`config.mk`:
```
export PLATFORM = sky130hd
export DESIGN_NAME = kis_ram
export DESIGN_NICKNAME = d
export VERILOG_FILES = /design/src/design/kis_ram.sv
export SDC_FILE = /design/constraint.sdc
export NUM_CORES = 1
export LEC_CHECK = 0
export BUFFER_PORTS_ARGS = -buffer_cell sky130_fd_sc_hd__buf_4
export CORE_MARGIN = 2
export CORE_UTILIZATION = 35
export DETAILED_ROUTE_END_ITERATION = 6
export SYNTH_ARGS = -nofsm -noshare
export SYNTH_HDL_FRONTEND = slang
export SYNTH_SLANG_ARGS = --single-unit
```
`constraint.sdc`:
```
create_clock -name clk -period 2.7 [get_ports clk]
set_clock_uncertainty 0.15 [all_clocks]
set_input_delay 0.135 -clock clk [delete_from_list [all_inputs] [get_ports clk]]
set_output_delay 0.135 -clock clk [all_outputs]
set_load 0.02 [all_outputs]
```
`src/design/kis_ram.sv`:
```
`timescale 1ns / 1ps
// ----------------------------------------------------------------------------
// kis_ram
// Generic simple dual-port RAM: one write port, one registered read port.
// ----------------------------------------------------------------------------
module kis_ram #(
  parameter int WIDTH = 16,
  parameter int DEPTH = 64,
  localparam int AW   = (DEPTH > 1) ? $clog2(DEPTH) : 1
) (
  input  logic             clk,
  input  logic             we,
  input  logic [AW-1:0]    waddr,
  input  logic [WIDTH-1:0] wdata,
  input  logic [AW-1:0]    raddr,
  output logic [WIDTH-1:0] rdata
);

  logic [WIDTH-1:0] mem [DEPTH];

  always_ff @(posedge clk) begin
    if (we) begin
      mem[waddr] <= wdata;
    end
    rdata <= mem[raddr];
  end

endmodule

```
## Yosys cells after proc, flatten, opt, wreduce, memory -nomap -nowiden

Memory sizes are Yosys's and may differ from the RTL's. A register that Yosys moved wholly into a read port is not among the register bits.
Index checks and enable logic that the tools add are counted.

- Bits in registers: 0
- RAM bits: 1024
- Output and inout bits: 16
- Logic and storage cells: 3
- Memories kept: 1

- Mux-type cells: 2

Memory list:

| name | words | width | read ports | clocked after memory_dff | write ports | line | source |
|---|---|---|---|---|---|---|---|
| mem | 64 | 16 | 1 | 1 | 1 | 19 | `logic [WIDTH-1:0] mem [DEPTH];` |

Operators by type and width:

| cell | number |
|---|---|
| 1-bit two-way mux | 2 |

## Logic depth before layout (Yosys ltp)

- Word-level depth: 2
- Gate-level depth with buffers: 10
- Gate-level depth less buffers: 5

## Worst setup path after synthesis

OpenSTA, ideal clock, no wires.

- Kind: input to register
- Start point: in waddr[3]
- End point: mem mem[48][0] (enable)
- Setup time: 0.409 ns
- Arrival time: 1.761 ns
- Required time: 2.141 ns
- Path slack: 0.380 ns
- Cell stages on the path: 4
- Buffers on the path: 1
- Cells stage by stage: clkbuf_1 nor2b_1 nand4b_1 nor3_1

RTL lines:

| item | line | source |
|---|---|---|
| start: declaration | 13 | `input logic [AW-1:0] waddr,` |
| end: declaration | 19 |  |

No word-level cell before the write port.

==> run_results.csv <==
group,metric,value,unit
routing,wl_per_cell,26.3,um
setup_path,critPathCaptureType,"flop",
global_route,grt_usage,16.6,%
worst_hold_path,holdPathEnd,"rdata[8]$_DFF_P_",
global_route,grt_pass1_vias,19920,
setup_path,rr_startpoint,"mem[23][5]$_DFFE_PP_",
global_route,grt_pass1_wl,141000,um
floorplanning,num_rows,124,
flow_run,cap_violations,0,
setup_path,critPathRequiredTime,3.11,ns
logic_synthesis,synthCells,1829,
worst_hold_path,hold_depth,4,
placed_design,place_hpwl,58800,um
routing,drt_iter0_drc,2124,
floorplanning,start_util,35.2,%
sta,setup_viol_count_final,0,
clocking,hold_buffers,26,
setup_path,r2r-end,"rdata[5]$_DFF_P_",
placed_design,place.gp.congestion,0.842,
clocking,clk_path_buf_depth,3,
power_and_ir_drop,leakage,14.9,nW
routing,num_vias,19598,
clocking,cts-resized-gates,0,
clocking,cts-root-buf,"clkbuf_16",
power_and_ir_drop,vdd_ir_drop_max,448,uV
setup_path,rrSetupSlack,0.40,ns
setup_path,path_class,"flop to flop",
clocking,cts.sinks,1040,
placed_design,port_buffers,45,
logic_synthesis,yosys.area.top_type,"edfxtp_1",
routing,route.antenna.remaining_nets,0,
logic_synthesis,yosysTopAreaCellShare,76.8,%
floorplanning,fp.dieH,342,um
sta,finalSetupTns,0,ns
clocking,cts-buffers-inserted,102,
logic_synthesis,synth_cell_types,43,
power_and_ir_drop,power_density,719,mW/mm2
finish,fin_nets,2111,
sta,period_minus_slack,2.30,ns
sta,hold_viol,0,
logic_synthesis,ys_top_cells_by_area,"edfxtp_1 (77%), mux4_2 (12%), mux2i_1 (2.1%), dfxtp_1 (0.80%), mux2_2 (0.76%)",
placed_design,place_ws,0.0502,ns
logic_synthesis,ys_async_sr_fraction,0,%
logic_synthesis,ys_seq_elements,1040,
setup_path,worstRegToRegCells,5,
sta,rsz0062_at_grt,"no",
logic_synthesis,synthFlopType,"edfxtp_1",
floorplanning,core,0.114,mm2
global_route,antenna_found_initial,4,
global_route,grt_overflow,0,
global_route,grt_max_degree,65,
finish,drive_gt1_share,28.7,%
logic_synthesis,synthesis.area,0.0400,mm2
setup_path,startpoint_type,"flop",
sta,fin_ws,0.401,ns
floorplanning,die_w,342,um
worst_hold_path,min-delay-start,"raddr[1]",
routing,routed_wl,96800,um
logic_synthesis,syn-mean-instance-area,21.9,um2
finish,fin_util,41.0,%
clocking,h-tree-depth,3,
sta,fin_crit_sh,85.1,%
clocking,cts.clk_slew.worst_paths,0.06,ns
sta,slew_viol_final,0,
floorplanning,die-area,0.117,mm2
routing,post-route-drc-count,0,
clocking,post-cts-setup-buffers,0,
worst_hold_path,min_path_type,"input pin to flop",
sta,worst_slew_pin_slew,0.831,ns
sta,fmax,0.435,GHz
finish,area_growth,16.5,%
floorplanning,io_pins,46,
clocking,cts_tree,"built",
sta,max_slew_margin,44.6,%
clocking,clock_latency,0.68,ns
routing,viasPerCell,5.32,
routing,firstDrtPassIters,7,
logic_synthesis,ys_seq_area_share,77.6,%
logic_synthesis,synth_edf_count,1024,
run_status,status,"complete, no violations",
setup_path,arrival,2.71,ns
logic_synthesis,yosys_warnings,0,
logic_synthesis,synth_fp_nets,1859,
setup_path,worst-path-max-fanout,2,
worst max-delay path, cell delays in order, from the launching register on:
cell,delay (ns)
edfxtp_1,0.39
mux4_2,0.49
mux2_2,0.28
nand2_1,0.12
nand4_1,0.40
and4_1,0.36
synth_stat cells (all sizes together) (8+ instances only):
cell type,instances
mux2,27
nand3,24
edfxtp,1024
a221oi,16
a31oi,8
nor2,74
dfxtp,16
mux4,224
nand4,12
a211o,8
clkbuf,27
a311oi,8
nand2,60
mux2i,85
a211oi,8
nor2b,30
a22oi,39
buf,77
o21ai,8
a21oi,17
sequential cells by signal, summed over array words and instances, names as in the netlist:
register / flops
mem: 1024
rdata: 16
cell type report:
type | count | area, um2
Timing Repair Buffer | 252 | 2190
Tap cell | 1512 | 1890
Multi-Input combinational cell | 685 | 8250
Sequential cell | 1040 | 31100
Clock buffer | 126 | 2690
Fill cell | 9959 | 67200
Clock inverter | 62 | 546
Antenna cell | 4 | 10.0
how the worst max path moves through the flow:
stage / slack [ns] / from / to
6_report: 0.40 / mem[23][5]$_DFFE_PP_ / rdata[5]$_DFF_P_
3_5_place_dp: 0.05 / raddr[0] / rdata[5]$_DFF_P_
4_1_cts: 0.48 / mem[23][5]$_DFFE_PP_ / rdata[5]$_DFF_P_
3_3_place_gp: 0.05 / raddr[0] / rdata[12]$_DFF_P_
2_1_floorplan: 0.38 / waddr[3] / mem[48][0]$_DFFE_PP_
5_1_grt: 0.45 / mem[19][9]$_DFFE_PP_ / rdata[9]$_DFF_P_
layer usage:
layer | GRT usage (%) | vias to the layer above | wire [um]
met1 | 22.9 | 10481 | 40700
met2 | 26.7 | 770 | 46800
li1 | - | 8192 | -
met3 | 3.40 | 151 | 6960
met5 | 0 | - | 24
met4 | 4.41 | 4 | 2300
where the power goes:
part / internal (mW) / total (mW) / leakage, nW / switching, mW
logic: 0.732 / 1.84 / 3.92 / 1.11
registers: 17.9 / 17.9 / 9.35 / 0.0660
clock network: 7.84 / 13.8 / 1.59 / 5.91
total: 26.5 / 33.5 / 14.9 / 7.09
layout by cell type (no fill, tap or decap), types with 26 or more instances in the layout:
cell type         n
a22oi_1          39
buf_4           206
mux4_2          220
clkbuf_16       103
mux2_2           27
mux2i_1          85
dlygate4sd3_1    26
clkinv_1         28
nand2_1          59
nor2_1           72
edfxtp_1       1024
nor2b_1          30
per-stage QoR:
stage / total power [mW] / instance area (um2) / cells / hold WS (ns)
after floorplan: 19.2 / 40000 / 1829 / 0.0839
after global placement: 20.1 / 43100 / 3463 / 0.410
after detailed placement: 20.1 / 43100 / 3463 / 0.410
after CTS: 33.8 / 46600 / 3677 / 0.151
after global routing: 34.6 / 46600 / 3677 / 0.198
final: 33.5 / 46600 / 3681 / 0.183
cells by family after synthesis:
kind of cell,Yosys count,synth area share [%]
DFF,1040,77.6
buffers and inverters,104,1.83
and+or+nand+nor,220,2.65
muxes,336,15.5
AOI/OAI and AO/OA,129,2.41
Power figures use the tool's default switching activity.
